### src/hw/rtl/rpid_pkg.sv
`default_nettype none
package rpid_pkg;

  // Motor count and duty range
  localparam int unsigned MOTORS = 4;
  localparam int unsigned SLOTS = 4;
  localparam int unsigned PWM_LIMIT = 1000;
  localparam int unsigned DUTY_W = $clog2(PWM_LIMIT + 1);
  localparam int unsigned DUTY_OUT_W = 10;

  // Configuration port
  localparam int unsigned CFG_IDX_W = 3;
  localparam int unsigned CFG_DATA_W = 32;

  // Lane arithmetic limits
  localparam logic signed [63:0] MEAS_HI = 64'sd1099511627776;
  localparam logic signed [63:0] MEAS_LO = -64'sd1099511627776;
  localparam logic signed [42:0] ERR_MAX = 43'sd2147483647;
  localparam logic signed [42:0] ERR_MIN = -43'sd2147483648;
  localparam logic signed [28:0] INC_MAX = 29'sd32767;
  localparam logic signed [28:0] INC_MIN = -29'sd32768;
  localparam logic signed [61:0] DIV_BIAS = 62'sd8589934591;

  localparam logic [DUTY_W-1:0] DUTY_HALF = DUTY_W'(PWM_LIMIT / 2);
  localparam logic [DUTY_W-1:0] DUTY_MAX = DUTY_W'(PWM_LIMIT);

  typedef enum logic [1:0] {
    OP_SET_SPEED = 2'd0,
    OP_TICK      = 2'd1,
    OP_RESTART   = 2'd2
  } rpid_op_t;

  typedef enum logic [CFG_IDX_W-1:0] {
    REG_GAIN_P     = 3'd0,
    REG_GAIN_I     = 3'd1,
    REG_GAIN_D     = 3'd2,
    REG_ACCEL_STEP = 3'd3,
    REG_SPEED_SCL  = 3'd4,
    REG_MOTORS_EN  = 3'd5
  } rpid_reg_t;

  typedef struct packed {
    logic [1:0]         operation;
    logic [1:0]         motor_index;
    logic signed [15:0] speed_target;
    logic signed [31:0] enc_count_0;
    logic signed [31:0] enc_count_1;
    logic signed [31:0] enc_count_2;
    logic signed [31:0] enc_count_3;
  } rpid_in_t;

  typedef struct packed {
    logic [DUTY_OUT_W-1:0] duty_0;
    logic [DUTY_OUT_W-1:0] duty_1;
    logic [DUTY_OUT_W-1:0] duty_2;
    logic [DUTY_OUT_W-1:0] duty_3;
  } rpid_out_t;

  typedef struct packed {
    logic signed [23:0] gain_p;
    logic signed [23:0] gain_i;
    logic signed [23:0] gain_d;
    logic [14:0]        accel_step;
    logic [31:0]        speed_scale;
  } rpid_cfg_t;

  typedef struct packed {
    logic               tick;
    logic               set_speed;
    logic               restart;
    logic signed [15:0] speed_target;
    logic [31:0]        enc_count;
  } rpid_lane_cmd_t;

  typedef logic [DUTY_W-1:0] rpid_duty_t;
  typedef logic [SLOTS-1:0][DUTY_W-1:0] rpid_duty_vec_t;

  typedef enum logic [3:0] {
    L_IDLE,
    L_MEAS,
    L_ERR,
    L_DIFF,
    L_MUL_P,
    L_MUL_I,
    L_MUL_D,
    L_ACC,
    L_DIV,
    L_UPD
  } rpid_lane_state_t;

  typedef enum logic {
    S_IDLE,
    S_RUN
  } rpid_top_state_t;

endpackage
`default_nettype wire

### src/hw/rtl/rpid_merge.sv
`default_nettype none
module rpid_merge (
  input  wire logic                     clk,
  input  wire logic                     rst_n,
  input  wire logic                     load,
  input  wire rpid_pkg::rpid_duty_vec_t duty_vec,
  input  wire logic                     out_stall,
  output logic                          out_valid,
  output rpid_pkg::rpid_out_t           out_data,
  output logic                          free
);

  logic                out_valid_r;
  rpid_pkg::rpid_out_t out_data_r, out_data_nxt;

  // Gather lane duties into one word
  always_comb begin
    out_data_nxt.duty_0 = rpid_pkg::DUTY_OUT_W'(duty_vec[0]);
    out_data_nxt.duty_1 = rpid_pkg::DUTY_OUT_W'(duty_vec[1]);
    out_data_nxt.duty_2 = rpid_pkg::DUTY_OUT_W'(duty_vec[2]);
    out_data_nxt.duty_3 = rpid_pkg::DUTY_OUT_W'(duty_vec[3]);
  end

  assign free = !out_valid_r || !out_stall;

  // Hold the word until taken
  always_ff @(posedge clk) begin
    if (!rst_n) begin
      out_valid_r <= 1'b0;
    end else if (load) begin
      out_valid_r <= 1'b1;
    end else if (!out_stall) begin
      out_valid_r <= 1'b0;
    end
  end

  always_ff @(posedge clk) begin
    if (load) begin
      out_data_r <= out_data_nxt;
    end
  end

  assign out_valid = out_valid_r;
  assign out_data  = out_data_r;

endmodule
`default_nettype wire

### config.mk
export PLATFORM = sky130hd
export DESIGN_NAME = rpid_merge
export DESIGN_NICKNAME = d
export VERILOG_FILES = /design/src/hw/rtl/rpid_pkg.sv /design/src/hw/rtl/rpid_merge.sv
export SDC_FILE = /design/constraint.sdc
export NUM_CORES = 1
export LEC_CHECK = 0
export BUFFER_PORTS_ARGS = -buffer_cell sky130_fd_sc_hd__buf_2
export CAP_MARGIN = 20
export CORE_UTILIZATION = 42
export DETAILED_ROUTE_END_ITERATION = 8
export PLACE_DENSITY = 0.81
export SYNTH_ARGS = -nofsm -noshare
export SYNTH_HDL_FRONTEND = slang
export SYNTH_SLANG_ARGS = --single-unit
### constraint.sdc
create_clock -name clk -period 1.27 [get_ports clk]
set_input_delay 0.1905 -clock clk [delete_from_list [all_inputs] [get_ports clk]]
set_output_delay 0.1905 -clock clk [all_outputs]
set_load 0.02 [all_outputs]
# After elaboration in Yosys (flattened, before gate mapping)
# Index checks and enable logic that the tools add are counted.
[op_classes] add_sub_neg=0 multipliers=0 div_mod_pow=0 n_lt_le_gt_ge=0 eq_ne=1 n_shift=0 muxes=2 bitwise=0 reduce_logical=3
[op_table] op="$logic_not A1 Y1" n=2
[op_table] op="$mux W1" n=2
[op_table] op="$ne A2 B2 Y1 const B" n=1
[op_table] op="$logic_or A1 B1 Y1" n=1
[word_totals] reg_bits=41 latch_bits=0 ramBits=0 mem_bits_ro=0 output_inout_bits=42 memories=0

# Longest topological paths before layout
# Gate-level depths: netlist (run 1).
[depth] word_depth=2 mapped_depth=2 depth_no_buf=2

# Worst setup path before layout (run 1)
# Ideal clock, no wire load.
[synth_timing] path_type="register -> output" from="reg out_valid_r (netlist: out_valid)" to="out free" arrival_ns=0.624 slack_ns=0.456 stages_incl_launch_ff=2 path_cell_list="dfxtp_1 > nand2_1"
[synth_between] elab_chain_cells=2
[synth_lines] item="start, declared" line="rpid_merge.sv:13" source="logic out_valid_r;"
[synth_lines] item="start signal, assigned" line="rpid_merge.sv:29" source="out_valid_r <= 1'b0;"
[synth_lines] item="start signal, assigned" line="rpid_merge.sv:31" source="out_valid_r <= 1'b1;"
[synth_lines] item="start signal, assigned" line="rpid_merge.sv:33" source="out_valid_r <= 1'b0;"
[synth_lines] item="$logic_not A1 Y1" line="rpid_merge.sv:24" source="assign free = !out_valid_r || !out_stall;"
[synth_lines] item="$logic_or A1 B1 Y1" line="rpid_merge.sv:24"
[synth_lines] item="end, declared" line="rpid_merge.sv:10" source="output logic free"
# Every way passes these cells.

# Worst setup path after layout (run 1)
[layout_timing] from="reg out_data_r, in the netlist out_data[25]" to="out out_data[25] (netlist name)"
[layout_rtl] item="start, declared" line="rpid_merge.sv:14" source="rpid_pkg::rpid_out_t out_data_r, out_data_nxt;"
[layout_rtl] item="start signal, assigned" line="rpid_merge.sv:39" source="out_data_r <= out_data_nxt;"
[layout_rtl] item="end, declared" line="rpid_merge.sv:9" source="output rpid_pkg::rpid_out_t out_data,"
# No word-level cell between the ends.

==> out/qor.txt, run 1 <==
Rel. slew slack -> 86.1%
Hold Fails Final Rpt -> 0
Max stage delay on crit path -> 0.43 ns
Area contributors post-synth -> edfxtp_1, dfxtp_1, nor2b_1, a21oi_1, nand2_1
Critical-path cell list -> buf_2
Critical path capture point type -> output port
# fillers -> 179
GR Layer Usage met2 -> 22.4%
Area Growth Syn to Fin -> 52.9%
Wire length per cell -> 13.6 microns
Clk_skew -> 0 ns
Final ANT Viol Nets -> 0
Multi-input gate area -> 15.0 sq um
Crit path max fanout -> 1
Family with the most delay on the worst path -> flip-flops
Worst skew pair latency -> 0.34 ns
Post-Syn Area -> 1240 sq um
Leakage power -> 0.828 nW
Detailed Routing Iterations Pass 1 -> 2
Clock Sinks -> 41
Initial Utilization -> 44.4%
Peak Freq -> 877 MHz
Post-route minimum period -> 1.14 ns
Die area -> 3160 sq um
Final antenna diode count -> 0
# setup viols final -> 0
Die H -> 56.3 microns
WL final -> 2420 microns
Die W -> 56.3 microns
Worst slew pin tran -> 0.208 ns
Input/output buffers -> 85
FF+latch count, synth -> 41
Vias per Instance -> 4.58
Critical path class -> flop to output port
Bufs on Longest Clock Path -> 2
Initial antenna violation count -> 0
Nets -> 190
Max Cap Viol -> 0
Vias in the first global route -> 756
Grt met3 use -> 10.4%
Final cycle utilization of the critical path -> 89.8%
Root Driver -> clkbuf_4
Layout Cells excl Fill -> 178
Post-route DRC -> 0
Post-DP HPWL -> 1520 microns
All-Layer GR Usage -> 14.0%
WP buf/inv -> 1
RSZ-0062 raised after global routing -> false
Synthesized area per cell -> 28.1 sq um
Storage element area -> 1220 sq um
Reg clk slew, reported paths -> 0.12 ns
Row Count -> 19
RePlAce Congestion -> 0.694
Slowest-stage cell, CP -> edfxtp_1
Share of cells above drive strength 1 -> 63.3%
Most frequent cells in the layout -> buf_2, edfxtp_1, dlygate4sd3_1
Seq/Total Area, Yosys -> 98.8%
Met1 usage -> 12.1%
Worst path arrival time -> 0.95 ns
Crit start category -> flop
Commonest non-fill, non-tap cell in the layout -> buf_2
CP required -> 1.08 ns
Run status -> finished clean
Power Density -> 1480 nW/um^2
Vias -> 816
GR peak layer -> met2
Maximum vdd drop -> 1.06 mV
First-pass GRT wire length -> 3060 microns
Synth warn -> 0
Final slew viol count -> 0
Core ar. -> 2780 sq um
1st-iter DRT viols -> 14
Pin count of the biggest net entering global routing -> 42
Synth top area share -> 97.2%
DP Cell Count -> 161
Synth area leader -> edfxtp_1
Syn_nets -> 88
Final Util -> 68.0%
Post-Synthesis Cells -> 44
Grt total ovfl -> 0
Unique cell type count in the Yosys netlist -> 5
Worst hold path type -> input pin to flop
CTS tree -> built
Ports -> 86
# H-tree levels -> 2
CTS Buf Count -> 5
Setup TNS -> 0 ns
[cell usage after synthesis]
cell       n
a21oi_1    1
dfxtp_1    1
edfxtp_1  40
nand2_1    1
nor2b_1    1
[area by class of cell]
class / instances / area share [%]
Timing Repair Buffer: 95 / 28.3
Sequential cell: 41 / 64.6
Multi-Input combinational cell: 3 / 0.794
Clock inverter: 2 / 2.05
Tap cell: 31 / 2.05
Clock buffer: 6 / 2.18
[final timing paths]
path	cells after the start	slack [ns]	from	to
max	1	0.13	out_data[25]$_DFFE_PP_	out_data[25]
min	1	0.01	duty_vec[31]	out_data[1]$_DFFE_PP_
max reg2reg	2	0.66	out_valid$_SDFFE_PN0P_	out_valid$_SDFFE_PN0P_
min reg2reg	2	0.55	out_valid$_SDFFE_PN0P_	out_valid$_SDFFE_PN0P_
[metrics by stage]
step                cell area (sq um)  power (mW)  hold slack [ns]  setup slack (ns)
finish                           1890        2.80           0.0147             0.130
global route                     1890        2.89        -0.000819            0.0866
CTS                              1800        2.79          0.00444             0.143
detailed placement               1720        1.99            0.369             0.428
global placement                 1720        1.98            0.367             0.443
floorplan                        1240        1.80            0.289             0.456
[metal layers]
layer | vias to the layer above | wire, microns | share of wire [%]
met4 | 0 | 38 | 1.6
li1 | 381 | - | -
met3 | 5 | 362 | 15
met2 | 61 | 1190 | 49
met1 | 369 | 821 | 34
met5 | - | 0 | 0
[logic make-up after synthesis]
logic type       synth area share, %
AO/OA/AOI/OAI                  0.404
flip-flops                      98.8
AND/OR/NAND/NOR                0.810
[timing repair]
item | in CTS | in global routing
hold buffers | 0 | 9
gates resized for setup | 0 | 0
endpoints found under the setup margin | 0 | 0
buffers inserted | 0 | 0
endpoints found under the hold margin | 0 | 9
[worst register-to-register path: stages (launching register included)]
cell and delay, ns:
dfxtp_1 0.35, a21oi_1 0.12, nor2b_1 0.05
[where the power goes]
group          internal (mW)  switching, mW  total, mW
clock                  0.419          0.392      0.811
sequential              1.60         0.0267       1.63
combinational          0.140          0.220      0.360
[flip-flops by register name (all words and copies together) (netlist names)]
register	flops
out_data	40
out_valid	1
Note: power is estimated with default switching activity, not from simulation.
==> run 2: changes to the inputs <==
BUFFER_PORTS_ARGS = unset   (was -buffer_cell sky130_fd_sc_hd__buf_2)
CORE_UTILIZATION = 45   (was 42)
DONT_BUFFER_PORTS = 1   (was unset)
PLACE_DENSITY = unset   (was 0.81)
==> out/qor.txt, run 2 (synthesis results as in run 1) <==
Maximum vdd drop -> 0.967 mV
Worst skew pair latency -> 0.33 ns
Critical path class -> flop to output port
All-Layer GR Usage -> 15.7%
Max stage delay on crit path -> 0.42 ns
Clock Sinks -> 41
Slowest-stage cell, CP -> dfxtp_2
Input/output buffers -> 0
DP Cell Count -> 74
Placement Cell Area -> 1270 sq um
Routed wl met2 -> 1140 microns
Storage element area -> 1220 sq um
Flop-to-flop setup slack -> 0.57 ns
Most frequent cells in the layout -> dlygate4sd3_1, edfxtp_1, clkbuf_4
Bufs on Longest Clock Path -> 2
CTS tree -> built
Hold-fix buffers at CTS -> 41
Post-route minimum period -> 1.12 ns
Multi-input gate area -> 15.0 sq um
Hold_ws -> -0.0375 ns
Nets -> 136
Post-route DRC -> 0
Finished layout cell area -> 1730 sq um
Post-route total power -> 2.49 mW
Crit start category -> flop
CTS Buf Count -> 5
Grt total ovfl -> 0
Final cycle utilization of the critical path -> 88.0%
Reg clk slew, reported paths -> 0.11 ns
Die H -> 54.4 microns
Rel. slew slack -> 84.6%
RePlAce Congestion -> 0.609
WL final -> 2340 microns
Pin count of the biggest net entering global routing -> 42
Wire length per cell -> 19.0 microns
Row Count -> 18
Final ANT Viol Nets -> 0
CP required -> 1.08 ns
Post-Place Setup Slack -> 0.400 ns
Violations in the final reports -> negative hold slack
Max FFs per register -> 40
Worst path arrival time -> 0.93 ns
Vias per Instance -> 4.98
Final slew viol count -> 0
Metal-1 WL -> 932 microns
Vias in the first global route -> 570
# fillers -> 150
Share of cells above drive strength 1 -> 6.45%
RSZ-0062 raised after global routing -> false
Uppermost layer routed -> met4
Max Cap Viol -> 0
Hold Fails Final Rpt -> 40
Family with the most delay on the worst path -> flip-flops
Worst hold path type -> input pin to flop
Setup TNS -> 0 ns
Met3 WL post-DR -> 233 microns
Critical-path cell list -> nand2_1
Die area -> 2960 sq um
Area Growth Syn to Fin -> 40.3%
WP buf/inv -> 0
# setup viols final -> 0
Final Util -> 68.1%
Post-CTS setup buffer count -> 0
Leakage power -> 0.603 nW
Critical path capture point type -> output port
First-pass GRT wire length -> 2910 microns
Detailed Routing Iterations Pass 1 -> 4
Initial antenna violation count -> 0
Core ar. -> 2540 sq um
Clk_skew -> 0 ns
Run status -> finished, violations left
1st-iter DRT viols -> 13
Crit path max fanout -> 3
Die W -> 54.4 microns
Initial Utilization -> 48.6%
Worst slew pin tran -> 0.231 ns
Root Driver -> clkbuf_4
Layout Cells excl Fill -> 123
Peak Freq -> 894 MHz
# H-tree levels -> 2
Ports -> 86
Power Density -> 1430 nW/um^2
Vias -> 612
Final antenna diode count -> 0
Setup ws final -> 0.152 ns
Commonest non-fill, non-tap cell in the layout -> dlygate4sd3_1
-- run 2: final cells by class --
cell class	instances	share of cell area (%)
clock buffer	8	2.81
multi-input combinational	3	0.866
sequential	41	70.5
tap	30	2.16
timing repair buffer	41	23.7
-- run 2: worst paths after layout --
kind,endpoint,from,cells past startpoint
hold / removal,out_data[12]$_DFFE_PP_,load,0
setup reg to reg,out_valid$_SDFFE_PN0P_,out_valid$_SDFFE_PN0P_,2
setup / recovery,free,out_valid$_SDFFE_PN0P_,1
hold reg to reg,out_valid$_SDFFE_PN0P_,out_valid$_SDFFE_PN0P_,2
-- run 2: what timing repair did --
action                                  CTS  global route
gates resized for setup                   0             1
endpoints found under the hold margin    81            40
endpoints found under the setup margin    0             1
-- run 2: where the power goes --
group          total (mW)  leakage [nW]  switching (mW)  internal, mW
logic               0.107         0.176          0.0220        0.0853
registers            1.79         0.400           0.177          1.61
clock network       0.592        0.0265           0.371         0.221
-- run 2: per-layer routing --
layer	global-route usage (%)	up-vias
met5	0	-
met4	5.13	0
met3	9.72	4
met2	25.4	55
met1	16.7	281
li1	-	272
==> run 3: changes to the inputs <==
CORE_MARGIN = 1   (was unset)
CORE_UTILIZATION = 63   (was 45)
PLACE_DENSITY = 0.79   (was unset)
==> out/qor.txt, run 3 <==
Run status -> aborted with a tool error
Last stage reached -> clock tree synthesis (4_1_cts)
Tool error -> [ERROR DPL-0033] detailed placement checks failed during check placement.
Post-synth top flop -> edfxtp_1
CTS Buf Count -> 5
Seq/Total Area, Yosys -> 98.8%
Synth top area share -> 97.2%
Root Driver -> clkbuf_4
DP Cell Count -> 69
Input/output buffers -> 0
Most common cell in the netlist -> edfxtp_1
Post-CTS sizing -> 0
Die H -> 46.3 microns
Syn_nets -> 88
Bufs on Longest Clock Path -> 2
Ys async rst share -> 0%
Ports -> 86
Post-synth EDFFs -> 40
Unique cell type count in the Yosys netlist -> 5
Synth area leader -> edfxtp_1
Post-Place Setup Slack -> 0.440 ns
FF+latch count, synth -> 41
Initial Utilization -> 69.3%
Synthesized area per cell -> 28.1 sq um
Row Count -> 15
Post-Syn Area -> 1240 sq um
Synth warn -> 0
Hold-fix buffers at CTS -> 41
# H-tree levels -> 2
RePlAce Congestion -> 0.727
Die W -> 46.3 microns
Clock Sinks -> 41
Post-CTS setup buffer count -> 0
Top cells by count, synth -> edfxtp_1, a21oi_1, dfxtp_1, nand2_1, nor2b_1
Area contributors post-synth -> edfxtp_1, dfxtp_1, nor2b_1, a21oi_1, nand2_1
Post-Synthesis Cells -> 44
[run 3: logic make-up after synthesis]
group	after synthesis	synth area share, %
compound gates	1	0.404
flops	41	98.8
simple gates	2	0.810
[run 3: metrics by stage]
step / area (sq um) / hold slack, ns / util [%]
2_1_floorplan: 1240 / 0.289 / -
3_3_place_gp: 1270 / 0.289 / 71.1
3_5_place_dp: 1270 / 0.289 / 71.1
==> run 4: changes to the inputs <==
CORE_AREA = 2 2 63 65   (was unset)
CORE_MARGIN = unset   (was 1)
CORE_UTILIZATION = unset   (was 63)
DIE_AREA = 0 0 65 67   (was unset)
PLACE_DENSITY = unset   (was 0.79)
PLACE_DENSITY_LB_ADDON = 0.15   (was unset)
==> out/qor.txt, run 4 (synthesis results as in run 1) <==
Switching Share -> 19.9%
Grt total ovfl -> 0
Flop pwr share -> 57.8%
Setup ws final -> 0.131 ns
Worst slew pin tran -> 0.252 ns
Most frequent cells in the layout -> dlygate4sd3_1, edfxtp_1, clkbuf_8
Final slew viol count -> 0
Max stage delay on crit path -> 0.46 ns
Initial Utilization -> 34.3%
P_int -> 2.48 mW
Run status -> finished clean
RePlAce Congestion -> 0.733
Setup TNS -> 0 ns
Nets -> 135
CP required -> 1.08 ns
Wire length per cell -> 16.7 microns
Clk network pwr share -> 38.8%
CTS tree -> built
All-Layer GR Usage -> 11.5%
Root Driver -> clkbuf_8
Row Count -> 22
Final cycle utilization of the critical path -> 89.7%
WP buf/inv -> 0
Max Cap Viol -> 0
Vias -> 608
Family with the most delay on the worst path -> flip-flops
Post-Place Setup Slack -> 0.434 ns
Max FFs per register -> 40
Placement Cell Area -> 1300 sq um
Rel. slew slack -> 83.2%
Clock Sinks -> 41
Post-route minimum period -> 1.14 ns
Worst skew pair latency -> 0.28 ns
Worst path arrival time -> 0.95 ns
Hold-fix buffers at CTS -> 40
Critical-path cell list -> nand2_1
Core ar. -> 3610 sq um
1st-iter DRT viols -> 47
Bufs on Longest Clock Path -> 2
Maximum vdd drop -> 0.821 mV
Die W -> 65 microns
Post-route DRC -> 0
Post-CTS setup buffer count -> 0
Final ANT Viol Nets -> 0
Die H -> 67 microns
Combinational Power Share -> 3.4%
Finished layout cell area -> 1830 sq um
Reg clk slew, reported paths -> 0.08 ns
First-pass GRT wire length -> 3360 microns
Crit path max fanout -> 3
Post-CTS sizing -> 0
Slowest-stage cell, CP -> dfxtp_1
WL final -> 2330 microns
Detailed Routing Iterations Pass 1 -> 4
Vias in the first global route -> 676
Area Growth Syn to Fin -> 48.1%
Crit start category -> flop
Share of cells above drive strength 1 -> 8.70%
Worst hold path type -> input pin to flop
Hold Fails Final Rpt -> 0
Power Density -> 1690 nW/um^2
Vias per Instance -> 4.34
Initial antenna violation count -> 0
Leakage power -> 0.640 nW
Peak Freq -> 878 MHz
Critical path class -> flop to output port
Clk_skew -> 0 ns
Pin count of the biggest net entering global routing -> 42
Die area -> 4360 sq um
# setup viols final -> 0
Psw -> 614 uW
# H-tree levels -> 2
Final antenna diode count -> 0
Ports -> 86
Critical path capture point type -> output port
CTS Buf Count -> 5
Input/output buffers -> 0
RSZ-0062 raised after global routing -> false
## run 4: metal layers
metal | vias up | share of wire, % | track usage, %
met3 | 8 | 9.4 | 7.09
met1 | 279 | 33 | 10.6
li1 | 266 | - | -
met2 | 55 | 54 | 18.9
met4 | 0 | 3.2 | 7.45
met5 | - | 0 | 0
## run 4: path summary, 6_finish.rpt
kind / from / to / slack (ns) / depth (start not counted)
setup / recovery: out_valid$_SDFFE_PN0P_ / free / 0.13 / 1
hold / removal: load / out_data[4]$_DFFE_PP_ / 0.01 / 0
setup reg to reg: out_valid$_SDFFE_PN0P_ / out_valid$_SDFFE_PN0P_ / 0.54 / 2
hold reg to reg: out_valid$_SDFFE_PN0P_ / out_valid$_SDFFE_PN0P_ / 0.63 / 2
## run 4: power by group through the flow
stage / sequential (mW) / combinational (mW) / clock, mW
floorplan: 1.80 / 0.00475 / 0
global placement: 1.82 / 0.00549 / 0
detailed placement: 1.82 / 0.00505 / 0
CTS: 1.79 / 0.103 / 1.23
global route: 1.80 / 0.113 / 1.31
finish: 1.79 / 0.104 / 1.20
## run 4: per-stage QoR
step	instances	total power [mW]	hold slack [ns]	util, %
after global placement	92	1.83	0.289	35.9
after CTS	140	3.12	0.0000603	50.8
after floorplan	44	1.80	0.289	-
final	140	3.09	0.0139	50.8
after global routing	140	3.22	-0.0233	50.8
after detailed placement	92	1.83	0.289	35.9
## run 4: cell type report
type                    instances  area (sq um)
clock buffers                   5          68.8
clock inverters                 3          65.1
fillers                       292          1780
multi-input cells               3          15.0
flip-flops and latches         41          1220
well taps                      48          60.1
repair buffers                 40           400
